### config.mk
export PLATFORM = sky130hd
export DESIGN_NAME = grid_pose_and_occupancy_tracker_flat
export DESIGN_NICKNAME = d
export VERILOG_FILES = /design/src/design/gpot_pkg.sv /design/src/design/gpot_if.sv /design/src/design/gpot_map.sv /design/src/design/gpot_pose.sv /design/src/design/grid_pose_and_occupancy_tracker.sv /design/src/flat_wrapper.sv
export SDC_FILE = /design/constraint.sdc
export NUM_CORES = 1
export LEC_CHECK = 0
export ABC_AREA = 1
export CORE_MARGIN = 2
export CORE_UTILIZATION = 31
export DETAILED_ROUTE_END_ITERATION = 10
export DONT_BUFFER_PORTS = 1
export PLACE_DENSITY = 0.45
export SLEW_MARGIN = 20
export SYNTH_ARGS = -nofsm -noshare
export SYNTH_HDL_FRONTEND = slang
export SYNTH_SLANG_ARGS = --single-unit
### constraint.sdc
create_clock -name clk -period 6.2 [get_ports clk]
set_input_delay 0.93 -clock clk [delete_from_list [all_inputs] [get_ports clk]]
set_output_delay 0.93 -clock clk [all_outputs]
set_load 0.01 [all_outputs]
### src/design/gpot_pkg.sv
// Shared types and constants of the grid pose and occupancy tracker.
// No dependencies; gpot_pose and the top level refer to it by scoped names.
package gpot_pkg;

	typedef enum logic [1:0] {
		CMD_ROTATE = 2'd0,
		CMD_MOVE   = 2'd1,
		CMD_SONAR  = 2'd2,
		CMD_READ   = 2'd3
	} cmd_t;

	// Numbered clockwise from north.
	typedef enum logic [1:0] {
		HEAD_NORTH = 2'd0,
		HEAD_EAST  = 2'd1,
		HEAD_SOUTH = 2'd2,
		HEAD_WEST  = 2'd3
	} compass_t;

	typedef enum logic [1:0] {
		TURN_NONE  = 2'd0,
		TURN_RIGHT = 2'd1,
		TURN_LEFT  = 2'd2,
		TURN_BACK  = 2'd3
	} turn_t;

	typedef enum logic [1:0] {
		CELL_UNKNOWN  = 2'd0,
		CELL_EXPLORED = 2'd1,
		CELL_OCCUPIED = 2'd2,
		CELL_OUTSIDE  = 2'd3
	} cell_t;

	// Clockwise quarter steps from the current heading to the target.
	localparam logic [1:0] ROT_NONE = 2'd0;
	localparam logic [1:0] ROT_CW   = 2'd1;
	localparam logic [1:0] ROT_HALF = 2'd2;
	localparam logic [1:0] ROT_CCW  = 2'd3;

	localparam logic [8:0] THRESH_RESET = 9'd20;

	typedef struct packed {
		logic [1:0] cmd;
		logic [1:0] target_heading;
		logic [8:0] distance_cm;
		logic [7:0] query_x;
		logic [7:0] query_y;
	} item_t;

	typedef struct packed {
		logic [1:0] turn_kind;
		logic       moved;
		logic       obstacle;
		logic [1:0] cell_value;
		logic [5:0] cur_x;
		logic [5:0] cur_y;
		logic [1:0] cur_heading;
	} result_t;

endpackage

### src/design/gpot_if.sv
// Valid/ready channel interfaces for command requests and results.
// Standalone; field widths match the tracker's item and result formats.
interface gpot_cmd_if;
	logic              valid;
	logic              ready;
	logic [1:0]        cmd;
	logic [1:0]        target_heading;
	logic [8:0]        distance_cm;
	logic signed [7:0] query_x;
	logic signed [7:0] query_y;

	modport source (output valid, cmd, target_heading, distance_cm, query_x, query_y,
		input ready);
	modport sink (input valid, cmd, target_heading, distance_cm, query_x, query_y,
		output ready);
endinterface

interface gpot_res_if;
	logic       valid;
	logic       ready;
	logic [1:0] turn_kind;
	logic       moved;
	logic       obstacle;
	logic [1:0] cell_value;
	logic [5:0] cur_x;
	logic [5:0] cur_y;
	logic [1:0] cur_heading;

	modport source (output valid, turn_kind, moved, obstacle, cell_value, cur_x, cur_y,
		cur_heading, input ready);
	modport sink (input valid, turn_kind, moved, obstacle, cell_value, cur_x, cur_y,
		cur_heading, output ready);
endinterface

### src/design/gpot_map.sv
// Occupancy map memory: one write port, one registered read port, clear sweep
// after reset and write-to-read forwarding. Uses nothing from gpot_pkg.
module gpot_map #(
	parameter int GRID_SIZE = 8
) (
	input  logic                                  clk,
	input  logic                                  arst_n,
	output logic                                  busy,
	input  logic                                  rd_en,
	input  logic [$clog2(GRID_SIZE*GRID_SIZE)-1:0] rd_addr,
	output logic [1:0]                            rd_data,
	input  logic                                  wr_en,
	input  logic [$clog2(GRID_SIZE*GRID_SIZE)-1:0] wr_addr,
	input  logic [1:0]                            wr_data
);
	localparam int DEPTH = GRID_SIZE * GRID_SIZE;
	localparam int AW    = $clog2(DEPTH);

	logic [1:0]    mem [DEPTH];
	logic          clearing_q;
	logic [AW-1:0] clr_q;
	logic          mem_we;
	logic [AW-1:0] mem_wa;
	logic [1:0]    mem_wd;
	logic [1:0]    rd_q;
	logic          fwd_q;
	logic [1:0]    fwd_data_q;

	always_ff @(posedge clk or negedge arst_n) begin
		if (!arst_n) begin
			clearing_q <= 1'b1;
			clr_q      <= '0;
		end else if (clearing_q) begin
			clr_q <= clr_q + AW'(1);
			if (clr_q == AW'(DEPTH - 1)) begin
				clearing_q <= 1'b0;
			end
		end
	end

	assign busy   = clearing_q;
	assign mem_we = clearing_q || wr_en;
	assign mem_wa = clearing_q ? clr_q : wr_addr;
	assign mem_wd = clearing_q ? 2'b00 : wr_data;

	always_ff @(posedge clk) begin
		if (mem_we) begin
			mem[mem_wa] <= mem_wd;
		end
	end

	// A write landing on the same edge as the read bypasses the array.
	always_ff @(posedge clk) begin
		if (rd_en) begin
			rd_q       <= mem[rd_addr];
			fwd_q      <= wr_en && (wr_addr == rd_addr);
			fwd_data_q <= wr_data;
		end
	end

	assign rd_data = fwd_q ? fwd_data_q : rd_q;

endmodule

### src/design/gpot_pose.sv
// Pose state, obstacle threshold and per-command step logic of the tracker.
// Depends on gpot_pkg for command, heading, turn and cell codes.
module gpot_pose #(
	parameter int GRID_SIZE = 8
) (
	input  logic                                  clk,
	input  logic                                  arst_n,
	input  logic                                  cfg_we,
	input  logic [8:0]                            cfg_wdata,
	input  logic                                  go,
	input  gpot_pkg::item_t                       item,
	input  logic                                  q_in_grid,
	input  logic [1:0]                            rd_cell,
	output gpot_pkg::result_t                     res,
	output logic                                  wr_en,
	output logic [$clog2(GRID_SIZE*GRID_SIZE)-1:0] wr_addr,
	output logic [1:0]                            wr_data
);
	localparam int PW = $clog2(GRID_SIZE);
	localparam int AW = $clog2(GRID_SIZE * GRID_SIZE);
	localparam logic [AW-1:0] GRID_W = AW'(GRID_SIZE);
	localparam logic [PW-1:0] LAST   = PW'(GRID_SIZE - 1);

	logic [8:0]         thresh_q;
	logic [PW-1:0]      col_q;
	logic [PW-1:0]      row_q;
	gpot_pkg::compass_t facing_q;

	logic [PW-1:0]      ahead_col;
	logic [PW-1:0]      ahead_row;
	logic               ahead_ok;
	logic [1:0]         diff;
	logic               step_move;
	logic               wr_req;
	gpot_pkg::cell_t    wr_cell;
	gpot_pkg::compass_t new_facing;
	gpot_pkg::turn_t    turn;
	gpot_pkg::cell_t    cell_code;
	logic               obst;
	logic [PW-1:0]      next_col;
	logic [PW-1:0]      next_row;

	always_comb begin
		ahead_col = col_q;
		ahead_row = row_q;
		ahead_ok  = 1'b0;
		unique case (facing_q)
			gpot_pkg::HEAD_NORTH: begin
				ahead_ok  = (row_q != '0);
				ahead_row = row_q - PW'(1);
			end
			gpot_pkg::HEAD_EAST: begin
				ahead_ok  = (col_q != LAST);
				ahead_col = col_q + PW'(1);
			end
			gpot_pkg::HEAD_SOUTH: begin
				ahead_ok  = (row_q != LAST);
				ahead_row = row_q + PW'(1);
			end
			gpot_pkg::HEAD_WEST: begin
				ahead_ok  = (col_q != '0);
				ahead_col = col_q - PW'(1);
			end
		endcase
	end

	assign diff = item.target_heading - 2'(facing_q);

	always_comb begin
		turn       = gpot_pkg::TURN_NONE;
		cell_code  = gpot_pkg::CELL_UNKNOWN;
		obst       = 1'b0;
		step_move  = 1'b0;
		wr_req     = 1'b0;
		wr_cell    = gpot_pkg::CELL_UNKNOWN;
		new_facing = facing_q;
		unique case (gpot_pkg::cmd_t'(item.cmd))
			gpot_pkg::CMD_ROTATE: begin
				new_facing = gpot_pkg::compass_t'(item.target_heading);
				unique case (diff)
					gpot_pkg::ROT_NONE: turn = gpot_pkg::TURN_NONE;
					gpot_pkg::ROT_CW:   turn = gpot_pkg::TURN_RIGHT;
					gpot_pkg::ROT_HALF: turn = gpot_pkg::TURN_BACK;
					gpot_pkg::ROT_CCW:  turn = gpot_pkg::TURN_LEFT;
				endcase
			end
			gpot_pkg::CMD_MOVE: begin
				if (ahead_ok) begin
					step_move = 1'b1;
					wr_req    = 1'b1;
					wr_cell   = gpot_pkg::CELL_EXPLORED;
				end
			end
			gpot_pkg::CMD_SONAR: begin
				if (item.distance_cm <= thresh_q) begin
					obst = 1'b1;
					// Off-grid obstacle still reports, but leaves the map alone.
					if (ahead_ok) begin
						wr_req  = 1'b1;
						wr_cell = gpot_pkg::CELL_OCCUPIED;
					end
				end
			end
			gpot_pkg::CMD_READ: begin
				cell_code = q_in_grid ? gpot_pkg::cell_t'(rd_cell) : gpot_pkg::CELL_OUTSIDE;
			end
		endcase
	end

	assign next_col = step_move ? ahead_col : col_q;
	assign next_row = step_move ? ahead_row : row_q;

	assign res.turn_kind   = 2'(turn);
	assign res.moved       = step_move;
	assign res.obstacle    = obst;
	assign res.cell_value  = 2'(cell_code);
	assign res.cur_x       = 6'(next_col);
	assign res.cur_y       = 6'(next_row);
	assign res.cur_heading = 2'(new_facing);

	assign wr_en   = go && wr_req;
	assign wr_addr = AW'(ahead_col) * GRID_W + AW'(ahead_row);
	assign wr_data = 2'(wr_cell);

	always_ff @(posedge clk or negedge arst_n) begin
		if (!arst_n) begin
			thresh_q <= gpot_pkg::THRESH_RESET;
			col_q    <= '0;
			row_q    <= '0;
			facing_q <= gpot_pkg::HEAD_NORTH;
		end else begin
			if (cfg_we) begin
				thresh_q <= cfg_wdata;
			end
			if (go) begin
				col_q    <= next_col;
				row_q    <= next_row;
				facing_q <= new_facing;
			end
		end
	end

endmodule

### src/design/grid_pose_and_occupancy_tracker.sv
// Top level of the grid pose and occupancy tracker: handshakes, input and
// result registers. Depends on gpot_pkg, gpot_if, gpot_map and gpot_pose.

// Takes one command request per clock cycle unless the map sweep or a stalled result
// side holds it off, and returns exactly one result per request through the input
// register and the result register. The request is registered together with the map
// read, which is issued at the accepting edge on the memory's single read port; the
// step logic then updates the pose and writes the map's single write port as the
// result is registered. After reset the map is swept to unknown, one cell per cycle,
// through all GRID_SIZE*GRID_SIZE cells; requests are held off until the sweep ends,
// while threshold writes are taken at any time. Write the threshold only while idle.
module grid_pose_and_occupancy_tracker #(
	parameter int GRID_SIZE = 8
) (
	input  logic       clk,
	input  logic       arst_n,
	gpot_cmd_if.sink   cmds,
	gpot_res_if.source results,
	input  logic       cfg_we,
	input  logic [8:0] cfg_wdata
);
	localparam int PW = $clog2(GRID_SIZE);
	localparam int AW = $clog2(GRID_SIZE * GRID_SIZE);
	localparam logic [AW-1:0] GRID_W = AW'(GRID_SIZE);

	logic              map_busy;
	logic              accept;
	logic              go;
	logic              q_in_grid;
	logic [AW-1:0]     rd_addr;
	logic [1:0]        rd_cell;
	logic              wr_en;
	logic [AW-1:0]     wr_addr;
	logic [1:0]        wr_data;
	gpot_pkg::result_t step_res;

	logic              valid_s1;
	gpot_pkg::item_t   item_s1;
	logic              in_grid_s1;
	logic              res_valid_q;
	gpot_pkg::result_t res_q;

	// Advance the request when the result register is free or being drained.
	assign go          = valid_s1 && (!res_valid_q || results.ready);
	assign cmds.ready  = !map_busy && (!valid_s1 || go);
	assign accept      = cmds.valid && cmds.ready;

	assign q_in_grid = !cmds.query_x[7] && (cmds.query_x[6:0] < 7'(GRID_SIZE))
		&& !cmds.query_y[7] && (cmds.query_y[6:0] < 7'(GRID_SIZE));
	assign rd_addr = AW'(cmds.query_x[PW-1:0]) * GRID_W + AW'(cmds.query_y[PW-1:0]);

	gpot_map #(
		.GRID_SIZE(GRID_SIZE)
	) u_map (
		.clk     (clk),
		.arst_n  (arst_n),
		.busy    (map_busy),
		.rd_en   (accept && q_in_grid
			&& (gpot_pkg::cmd_t'(cmds.cmd) == gpot_pkg::CMD_READ)),
		.rd_addr (rd_addr),
		.rd_data (rd_cell),
		.wr_en   (wr_en),
		.wr_addr (wr_addr),
		.wr_data (wr_data)
	);

	gpot_pose #(
		.GRID_SIZE(GRID_SIZE)
	) u_pose (
		.clk       (clk),
		.arst_n    (arst_n),
		.cfg_we    (cfg_we),
		.cfg_wdata (cfg_wdata),
		.go        (go),
		.item      (item_s1),
		.q_in_grid (in_grid_s1),
		.rd_cell   (rd_cell),
		.res       (step_res),
		.wr_en     (wr_en),
		.wr_addr   (wr_addr),
		.wr_data   (wr_data)
	);

	always_ff @(posedge clk or negedge arst_n) begin
		if (!arst_n) begin
			valid_s1    <= 1'b0;
			res_valid_q <= 1'b0;
		end else begin
			if (accept) begin
				valid_s1 <= 1'b1;
			end else if (go) begin
				valid_s1 <= 1'b0;
			end
			if (go) begin
				res_valid_q <= 1'b1;
			end else if (results.ready) begin
				res_valid_q <= 1'b0;
			end
		end
	end

	always_ff @(posedge clk) begin
		if (accept) begin
			item_s1.cmd            <= cmds.cmd;
			item_s1.target_heading <= cmds.target_heading;
			item_s1.distance_cm    <= cmds.distance_cm;
			item_s1.query_x        <= cmds.query_x;
			item_s1.query_y        <= cmds.query_y;
			in_grid_s1             <= q_in_grid;
		end
		if (go) begin
			res_q <= step_res;
		end
	end

	assign results.valid       = res_valid_q;
	assign results.turn_kind   = res_q.turn_kind;
	assign results.moved       = res_q.moved;
	assign results.obstacle    = res_q.obstacle;
	assign results.cell_value  = res_q.cell_value;
	assign results.cur_x       = res_q.cur_x;
	assign results.cur_y       = res_q.cur_y;
	assign results.cur_heading = res_q.cur_heading;

endmodule

### src/flat_wrapper.sv
// flat-port wrapper written by rule: the top's interface ports become plain ports
module grid_pose_and_occupancy_tracker_flat 
#(
	parameter int GRID_SIZE = 8
)
  (clk, arst_n, cfg_we, cfg_wdata, cmds_valid, cmds_cmd, cmds_target_heading, cmds_distance_cm, cmds_query_x, cmds_query_y, cmds_ready, results_valid, results_turn_kind, results_moved, results_obstacle, results_cell_value, results_cur_x, results_cur_y, results_cur_heading, results_ready);
  gpot_cmd_if cmds_i ();
  gpot_res_if results_i ();
  input  logic clk;
  input  logic arst_n;
  input  logic cfg_we;
  input  logic [8:0] cfg_wdata;
  input wire logic [$bits(cmds_i.valid)-1:0] cmds_valid;
  input wire logic [$bits(cmds_i.cmd)-1:0] cmds_cmd;
  input wire logic [$bits(cmds_i.target_heading)-1:0] cmds_target_heading;
  input wire logic [$bits(cmds_i.distance_cm)-1:0] cmds_distance_cm;
  input wire logic [$bits(cmds_i.query_x)-1:0] cmds_query_x;
  input wire logic [$bits(cmds_i.query_y)-1:0] cmds_query_y;
  output wire logic [$bits(cmds_i.ready)-1:0] cmds_ready;
  output wire logic [$bits(results_i.valid)-1:0] results_valid;
  output wire logic [$bits(results_i.turn_kind)-1:0] results_turn_kind;
  output wire logic [$bits(results_i.moved)-1:0] results_moved;
  output wire logic [$bits(results_i.obstacle)-1:0] results_obstacle;
  output wire logic [$bits(results_i.cell_value)-1:0] results_cell_value;
  output wire logic [$bits(results_i.cur_x)-1:0] results_cur_x;
  output wire logic [$bits(results_i.cur_y)-1:0] results_cur_y;
  output wire logic [$bits(results_i.cur_heading)-1:0] results_cur_heading;
  input wire logic [$bits(results_i.ready)-1:0] results_ready;
  assign cmds_i.valid = cmds_valid;
  assign cmds_i.cmd = cmds_cmd;
  assign cmds_i.target_heading = cmds_target_heading;
  assign cmds_i.distance_cm = cmds_distance_cm;
  assign cmds_i.query_x = cmds_query_x;
  assign cmds_i.query_y = cmds_query_y;
  assign cmds_ready = cmds_i.ready;
  assign results_valid = results_i.valid;
  assign results_turn_kind = results_i.turn_kind;
  assign results_moved = results_i.moved;
  assign results_obstacle = results_i.obstacle;
  assign results_cell_value = results_i.cell_value;
  assign results_cur_x = results_i.cur_x;
  assign results_cur_y = results_i.cur_y;
  assign results_cur_heading = results_i.cur_heading;
  assign results_i.ready = results_ready;
  grid_pose_and_occupancy_tracker #(.GRID_SIZE(GRID_SIZE)) u_core (.clk(clk), .arst_n(arst_n), .cmds(cmds_i), .results(results_i), .cfg_we(cfg_we), .cfg_wdata(cfg_wdata));
endmodule
; ---- Word-level counts from Yosys, hierarchy flattened
; Memories as Yosys holds them, arrays and structs flattened. A register that Yosys moved wholly into a read port is not among the register bits.
; Cells that the tools add are included.
; W data, S select, Z words.
[totals]
n_memories = 1
romBits = 0
input_bits = 43
word_cells = 100
latchBits = 0
ram_bits = 128
out_inout_bits = 22
reg_bits = 57
[memory_table]
columns = name, words, width, read_ports, rd_clocked_by_memory_dff, write_ports, line
row1 = u_core.u_map.mem, 64, 2, 1, 1, 1, gpot_map.sv:19  ; logic [1:0] mem [DEPTH];
[classes]
n_mux = 28
n_bitwise = 0
shifts = 0
multipliers = 0
eq_ne = 14
n_addsub = 8
reduce_logical = 25
order_cmp = 3
n_div = 0
[op_table]
columns = operator, count
row1 = $eq A2 B2 Y1 const B, 7
row2 = $lt A7 B4 Y1 const B, 2
row3 = $mux W1, 13
row4 = $add A6 B3 Y6, 2
row5 = $mux W2, 6
row6 = $pmux W3 S2, 2
row7 = $logic_and A1 B1 Y1, 10
row8 = $le A9 B9 Y1, 1
row9 = $pmux W2 S4, 1
row10 = $add A3 B1 Y3 const B, 2
row11 = $add A6 B1 Y6 const B, 1
row12 = $eq A2 B1 Y1 const B, 3
row13 = $eq A6 B6 Y1, 1
row14 = $eq A6 B6 Y1 const B, 1
row15 = $logic_not A2 Y1, 3
row16 = $mux W3, 2
row17 = $mux W6, 1
row18 = $ne A3 B3 Y1 const B, 2
row19 = $reduce_bool A3 Y1, 2
row20 = $sub A3 B1 Y3 const B, 2
row21 = $logic_not A1 Y1, 5
row22 = $pmux W1 S4, 1
row23 = $pmux W2 S2, 1
row24 = $reduce_bool A2 Y1, 2
row25 = 3 further kinds, 5

; ---- Logic depth before layout (Yosys ltp)
; Gate-level depths: netlist of the first run.
[depth]
depth_word = 9
ltp_mapped = 15

; ---- Modules after synthesis
; Synthesis of the first run repeated with hierarchy kept, for this count alone.
[hier_totals]
hier_cells = 888
hier_area_um2 = 9585.4
[by_module_without_submodules]
columns = mod, seq_area_each_um2, area_each_um2, n_inst, cells_per_inst
row1 = gpot_map, 4170.2, 6308.6, 1, 584
row2 = grid_pose_and_occupancy_tracker, 1551.5, 1659.1, 1, 77
row3 = gpot_pose, 427.9, 1617.8, 1, 227

; ---- Worst setup path before layout of the first run
; OpenSTA, ideal clock, no wires.
[synth_path]
kind = register -> register
startpoint = register u_core.u_pose.facing_q[0]
endpoint = memory u_core.u_map.mem[0][1] (data pin)
stages_incl_launch_ff = 10
path_buffers = 0
required_time_ns = 5.519
t_arrival_ns = 3.775
slack_ns = 1.745
path_cell_list = dfrtp_1 inv_1 ha_1 nand2_1 inv_1 nand2_1 nand3_1 a21oi_1 nand3_1 nor3_1
[synth_via]
elab_chain_len = 6
[synth_rtl]
columns = element, line
row1 = start: declaration, gpot_pose.sv:27  ; gpot_pkg::compass_t facing_q;
row2 = start signal: assignment, gpot_pose.sv:130  ; facing_q <= gpot_pkg::HEAD_NORTH;
row3 = start signal: assignment, gpot_pose.sv:138  ; facing_q <= new_facing;
row4 = $eq A2 B2 Y1 (tied with other cells), gpot_pose.sv:47  ; unique case (facing_q)
row5 = $pmux W1 S4 (*), gpot_pose.sv:47
row6 = $mux W2 (*), gpot_pose.sv:98  ; if (ahead_ok) begin
row7 = $mux W2 (*), gpot_pose.sv:95  ; if (item.distance_cm <= thresh_q) begin
row8 = $pmux W2 S2 (*), gpot_pose.sv:77  ; unique case (gpot_pkg::cmd_t'(item.cmd))
row9 = $mux W2 (*), gpot_map.sv:44  ; assign mem_wd = clearing_q ? 2'b00 : wr_data;
row10 = named net u_core.u_map.mem_wd[1], gpot_map.sv:24  ; logic [1:0] mem_wd;
row11 = end: declaration, gpot_map.sv:19
; The timed path passes the listed nets; every way through them passes the cells marked *.

; ---- Final worst setup path of the first run
[layout_path]
startpoint = register u_core.u_pose.facing_q[0]
endpoint = memory u_core.u_map.mem[1][0] (enable)
[layout_via]
elab_chain_len = 9
[layout_rtl]
columns = element, line
row1 = $eq A2 B2 Y1 (tied with other cells), gpot_pose.sv:47
row2 = $pmux W1 S4, gpot_pose.sv:47
row3 = $mux W1, "gpot_pose.sv:88, gpot_pose.sv:98"
row4 = $mux W1, gpot_pose.sv:95
row5 = $pmux W1 S2, gpot_pose.sv:77
row6 = $logic_and A1 B1 Y1, gpot_pose.sv:121  ; assign wr_en = go && wr_req;
row7 = $logic_or A1 B1 Y1, gpot_map.sv:42  ; assign mem_we = clearing_q || wr_en;
row8 = $mux W1, gpot_map.sv:47  ; if (mem_we) begin
row9 = $mux W1 (implied by the code), gpot_map.sv:48  ; mem[mem_wa] <= mem_wd;
; Parallel ways exist; a longest one is shown, timed or not.

==> results of run 1 <==
-- final timing paths --
path | start | end | slack [ns] | cells after the start
max | u_core.u_pose.facing_q[0] | u_core.u_map.mem[1][0] | 2.88 | 12
min | arst_n | u_core.u_pose.thresh_q[3] | 0.18 | 0
max reg2reg | u_core.u_pose.facing_q[0] | u_core.u_map.mem[1][0] | 2.88 | 12
min reg2reg | u_core.u_map.clr_q[5] | u_core.u_map.busy | 0.41 | 1
max in group asynchronous | arst_n | u_core.u_map.busy | 5.83 | 0
min in group clk | u_core.u_map.clr_q[5] | u_core.u_map.busy | 0.41 | 1
-- critical path: stages, from the launching register on --
cell     delay, ns
dfrtp_1       0.46
inv_1         0.16
ha_1          0.31
fa_1          0.41
nand2_1       0.08
nand2_1       0.06
nand3_1       0.08
nand2_2       0.10
o21ai_4       0.32
nand2_2       0.11
nor2_2        0.57
nand2_1       0.11
a21oi_1       0.23
-- placed cells by master, fill, tap and decap left out, types with 2 or more instances in the layout --
cell type and count:
o21ai_2 2, clkbuf_16 17, conb_1 6, nand4_1 3, inv_6 4, inv_1 54
o21ai_4 2, ha_1 22, o21ai_0 44, nor2_1 31, nand2_1 284, o22ai_1 6
dfstp_2 3, nor3_1 3, nand3_1 90, fa_1 2, nor2_2 8, clkinv_8 2
dfrtp_1 23, clkinv_1 3, a31oi_1 2, xnor2_1 2, buf_4 4, nor3_4 6
a21oi_1 79, edfxtp_1 161, nor3_2 3, or2_1 2, nand2_2 5, inv_2 8
xor2_1 10, clkinvlp_4 2, inv_8 5
-- per-layer routing --
| metal | part of all wire | up-vias | wire [um] |
|---|---|---|---|
| met4 | 0.0073 | 0 | 167 |
| met3 | 0.040 | 10 | 908 |
| li1 | - | 3042 | - |
| met2 | 0.48 | 127 | 10900 |
| met5 | 0 | - | 0 |
| met1 | 0.47 | 3024 | 10800 |
-- stage by stage --
stage               power, uW  utilization  worst slack [ns]  std cells  area (um^2)
floorplan                2120            -              1.74        918         9030
global placement         2390        0.326              2.94       1258         9350
detailed placement       2390        0.326              2.90       1258         9350
CTS                      3470        0.346              2.89       1290         9930
global route             3610        0.346              2.59       1290         9930
finish                   3430        0.346              2.88       1290         9930
-- sequential cells by signal, summed over array words and instances (netlist names) --
name                        cells
u_core.in_grid_s1               1
u_core.item_s1                 13
u_core.results.cell_value       2
u_core.results.cur_heading      2
u_core.results.cur_x            3
u_core.results.cur_y            3
u_core.results.moved            1
u_core.results.obstacle         1
u_core.results.turn_kind        2
u_core.results.valid            1
u_core.u_map.busy               1
u_core.u_map.clr_q              6
u_core.u_map.fwd_data_q         2
u_core.u_map.fwd_q              1
u_core.u_map.mem              128
u_core.u_map.rd_q               2
u_core.u_pose.col_q             3
u_core.u_pose.facing_q          2
u_core.u_pose.row_q             3
u_core.u_pose.thresh_q          9
u_core.valid_s1                 1
-- cells by family after synthesis --
family	after synthesis	synth area share
DFF	187	0.609
adders and majority gates	24	0.0350
buffers and inverters	112	0.0507
AOI/OAI and AO/OA	137	0.0810
other	1	0.000416
xor gates and xnor gates	12	0.0117
and+or+nand+nor	439	0.211
muxes	1	0.00125
-- final cells by class --
cell class	instances	share of cell area
timing repair buffer	4	0.00303
clock buffer	17	0.0429
tap	384	0.0484
sequential	187	0.553
inverter	64	0.0242
multi-input combinational	619	0.313
clock inverter	15	0.0153
-- power groups by stage --
stage / sequential [uW] / combinational [uW] / clock [uW]
CTS: 1510 / 857 / 1100
global placement: 1540 / 855 / 0
detailed placement: 1540 / 854 / 0
floorplan: 1530 / 590 / 0
finish: 1510 / 845 / 1080
global route: 1520 / 940 / 1150
==> impl_metrics.yaml, run 1 <==
power:
  p_int_uw: 2190
  p_clk_frac: 0.314
  p_per_area_nw_per_um2: 346
  power.leakage_uw: 0.00368
  sequentialPowerShare: 0.440
  p_sw_frac: 0.361
  combPwrFrac: 0.246
  irDropWorstVdd_v: 0.000148
  p_sw_uw: 1240
min_path:
  hold_class: "in -> async"
grt:
  grt_max_degree: 72
  use_met1: 0.215
  grt_pass1_wl_mm: 36.3
  antenna_found_initial: 0
  grt.total_usage: 0.155
  use_met2: 0.253
  first_global_vias: 6183
  met3_usage: 0.0280
  busiest_layer: "met2"
  grt_overflow: 0
yosys:
  synth-seq-cells: 187
  synth_edf_count: 161
  synthCells: 913
  synth.most_common_cell: "nand2_1"
  synth_area_leaders: "edfxtp_1 54%, nand2_1 12%, dfrtp_1 6.4%"
  synth_cell_types: 36
  ys_seq_area_frac: 0.609
  syn_area_um2: 9020
  syn_avg_cell_area_um2: 9.88
  yosysTopAreaCellShare: 0.536
  yosys_warnings: 0
  synth_ff_type: "edfxtp_1"
  yosys-top-cells-count: "285 x nand2_1, 161 x edfxtp_1, 90 x nand3_1"
  ys_async_sr_fraction: 0.139
  yosysTopAreaCell: "edfxtp_1"
clock_tree:
  cts_max_level: 4
  post_cts_buffers: 0
  clockRootBuffer: "clkbuf_16"
  ctsResizeCount: 0
  cts_tree: "done"
  cts_max_path_buffers: 2
  clk_latency_ns: 0.44
  cts_sinks: 187
  cts_buffers: 17
  holdBufCountCts: 0
  clk_pin_slew_ns: 0.08
timing:
  skew_ns: 0.0197
  maxSlewViolCount: 0
  post-route-period-util: 0.535
  setup_tns_ns: 0
  finalHoldViolCount: 0
  max_freq_mhz: 301
  hold_ws_ns: 0.175
  setup_viol: 0
  slew_headroom: 0.269
  fin_crit_ns: 3.32
  rsz0062_at_grt: "false"
  tightestPinTransition_ns: 1.10
placed_design:
  routabilityCongestion: 0.793
  hpwl_mm: 13.7
  io_buffers: 0
outcome:
  status: "finished, final reports clean"
die:
  core-area_um2: 28700
  num_io_pins: 65
  die_y_um: 175
  rows: 62
  die_area_um2: 30500
  die_w_um: 175
  start_util: 0.314
run:
  drv_cap: 0
layout:
  fill_cells: 2954
  nets: 960
  seqCellArea_um2: 5490
  syn_to_final_growth_pct: 10.1
  multi_input_area_um2: 3110
  num_antenna_cells: 0
  drive_gt1_frac: 0.0828
routing:
  final_antenna_net_count: 0
  drcViolationCount: 0
  first_pass_iters: 5
  wl_per_cell_um: 17.7
  routed_wl_mm: 22.8
  vias_per_cell: 4.81
  dr.first_iter.drc_count: 479
  via_count: 6203
setup_path:
  cp-start-kind: "flop"
  cp_max_fo: 8
  critical_path_required_ns: 6.32
  cp-end-kind: "flop"
  cp.arrival_ns: 3.43
  critPathKind: "reg -> reg"
(Power assumes the default switching activity.)
==> inputs of run 2 (changes only) <==
ABC_AREA = 0   (was 1)
PLACE_DENSITY = 0.46   (was 0.45)
clock period = 3 ns   (was 6.2 ns; I/O delays follow)
==> impl_metrics.yaml, run 2 <==
layout:
  stdcell_count: 962
  reg_top3: "u_core.u_map.mem x128, u_core.item_s1 x13, u_core.u_pose.thresh_q x9"
  num_antenna_cells: 0
  fill_cells: 2559
  syn_to_final_growth_pct: 16.0
  final_cell_mix: "161 x edfxtp_1, 43 x nor3_1, 37 x buf_4"
  nets: 675
  top_register: "u_core.u_map.mem"
  largest_reg_flops: 128
  stdcell_area_um2: 9950
  final_util: 0.368
  drive_gt1_frac: 0.254
  layout_commonest_cell: "edfxtp_1"
setup_path:
  crit_path_max_incr_delay_ns: 0.49
  critPathKind: "reg -> reg"
  crit_family: "simple AND/OR/NAND/NOR gates"
  cp_max_fo: 8
  critical_path_buf_inv_count: 1
  cp.arrival_ns: 3.08
  critical_path_required_ns: 3.09
  cp-end-kind: "flop"
  slowest_stage: "fa_1"
  cpMostUsedCell: "mux2_2"
  cp-start-kind: "flop"
  crit_chain: "buf_4 -> ha_1 -> fa_1 -> mux2_2 -> mux2_2 -> nor2_1 -> nand2_1 -> nor3_1"
yosys:
  yosysTopAreaCell: "edfxtp_1"
  syn_avg_cell_area_um2: 14.9
  synth-seq-cells: 187
  synth_edf_count: 161
  ys_async_sr_fraction: 0.139
  ys_seq_area_frac: 0.640
  synth_cell_types: 51
  synthCells: 575
  syn_area_um2: 8580
  synth.most_common_cell: "edfxtp_1"
  yosys_warnings: 0
  yosys-top-cells-count: "161 x edfxtp_1, 67 x nor3_1, 36 x nand2_1"
  yosysTopAreaCellShare: 0.564
  synth_area_leaders: "edfxtp_1 56%, mux4_2 8.9%, dfrtp_1 6.7%"
  synth_ff_type: "edfxtp_1"
power:
  p_sw_frac: 0.346
  p_int_uw: 5200
  sequentialPowerShare: 0.397
  p_clk_frac: 0.291
  power.leakage_uw: 0.00339
  combPwrFrac: 0.312
  p_per_area_nw_per_um2: 800
  p_sw_uw: 2760
  irDropWorstVdd_v: 0.000392
grt:
  grt_pass1_wl_mm: 29.9
  first_global_vias: 5116
  grt.total_usage: 0.140
  grt_overflow: 0
  grt_max_degree: 65
  antenna_found_initial: 1
placed_design:
  routabilityCongestion: 0.764
  dp.cells: 927
  place_area_um2: 9140
  hpwl_mm: 12.8
  io_buffers: 0
routing:
  first_pass_iters: 5
  vias_per_cell: 5.01
  final_antenna_net_count: 0
  wl_per_cell_um: 20.3
  routed_wl_mm: 19.5
  dr.first_iter.drc_count: 312
  via_count: 4819
  drcViolationCount: 0
min_path:
  hold_class: "in -> reg"
die:
  die_area_um2: 29000
  die_w_um: 170
  start_util: 0.317
  core-area_um2: 27000
  rows: 60
  num_io_pins: 65
  die_y_um: 170
clock_tree:
  cts_tree: "done"
  cts_max_path_buffers: 2
  cts_buffers: 17
  clk_pin_slew_ns: 0.07
  cts_max_level: 4
  clockRootBuffer: "clkbuf_16"
  cts_sinks: 187
  clk_latency_ns: 0.43
timing:
  max_freq_mhz: 335
  skew_ns: 0.0119
  finalHoldViolCount: 0
  tightestPinTransition_ns: 0.619
  slew_headroom: 0.587
  post-route-period-util: 0.994
  maxSlewViolCount: 0
  rsz0062_at_grt: "true"
  fin_crit_ns: 2.98
  setup_viol: 0
  hold_ws_ns: 0.0766
outcome:
  status: "finished, final reports clean"
run:
  drv_cap: 0
run 2: cell count changes in the layout (fill, tap and decap cells not counted), moves of 12 or more:
| cell | delta |
|---|---|
| nand2_1 | -249 |
| mux2i_1 | +13 |
| a21oi_1 | -69 |
| nor3_1 | +40 |
| o21ai_0 | -28 |
| buf_4 | +33 |
| inv_1 | -31 |
| nand3_1 | -78 |
| nor2_1 | -12 |
| mux4_2 | +34 |
| nor3_2 | +21 |
run 2: metal layers:
metal / part of all wire / global-route usage
met5: 0.00067 / 0
met4: 0.013 / 0.0442
met3: 0.047 / 0.0414
met2: 0.48 / 0.224
met1: 0.46 / 0.182
run 2: power groups by stage:
| stage | clock network, uW | logic, uW | registers [uW] |
|---|---|---|---|
| after floorplan | 0 | 1300 | 3190 |
| after global placement | 0 | 2290 | 3220 |
| after detailed placement | 0 | 2290 | 3220 |
| after CTS | 2380 | 2320 | 3160 |
| after global routing | 2470 | 2700 | 3180 |
| final | 2320 | 2490 | 3160 |
run 2: per-stage QoR:
step	worst slack, ns	TNS [ns]	total power [uW]
floorplan	0.0306	0	4490
global placement	0.0658	0	5500
detailed placement	0.00522	0	5510
CTS	0.00760	0	7860
global route	-0.103	-2.05	8340
finish	0.0165	0	7960
run 2: logic make-up after synthesis:
| group | share of synthesized area |
|---|---|
| other | 0.000437 |
| and+or+nand+nor | 0.102 |
| muxes | 0.117 |
| buffers and inverters | 0.0395 |
| DFF | 0.640 |
| adders and majority gates | 0.0368 |
| AOI/OAI and AO/OA | 0.0385 |
| xor gates and xnor gates | 0.0255 |
run 2: final cells by class:
class                           count  area (um^2)  share of cell area
Clock buffer                       18          429              0.0431
Clock inverter                     14          181              0.0182
Inverter                           23         86.3             0.00867
Tap cell                          341          427              0.0429
Sequential cell                   187         5490               0.551
Timing Repair Buffer               43          388              0.0390
Multi-Input combinational cell    336         2950               0.297
run 2: timing repair:
| item | 4_1_cts | 5_1_grt |
|---|---|---|
| hold endpoints to repair | 26 | 0 |
| hold buffers | 2 | 0 |
| setup endpoints to repair | 2 | 110 |
| pin swaps | 0 | 1 |
| buffers inserted | 0 | 1 |
| gates resized for setup | 1 | 33 |
run 2: final timing paths:
check / endpoint / slack (ns) / start / depth (start not counted)
setup / recovery: u_core.u_map.mem[42][0] / 0.02 / u_core.u_pose.facing_q[0] / 8
min in group asynchronous: u_core.u_pose.thresh_q[1] / 0.48 / arst_n / 2
hold reg to reg: u_core.u_pose.thresh_q[2] / 0.51 / u_core.u_pose.thresh_q[2] / 2
max in group asynchronous: u_core.u_map.busy / 2.28 / arst_n / 2
hold / removal: u_core.u_pose.thresh_q[2] / 0.08 / cfg_we / 1
setup reg to reg: u_core.u_map.mem[42][0] / 0.02 / u_core.u_pose.facing_q[0] / 8
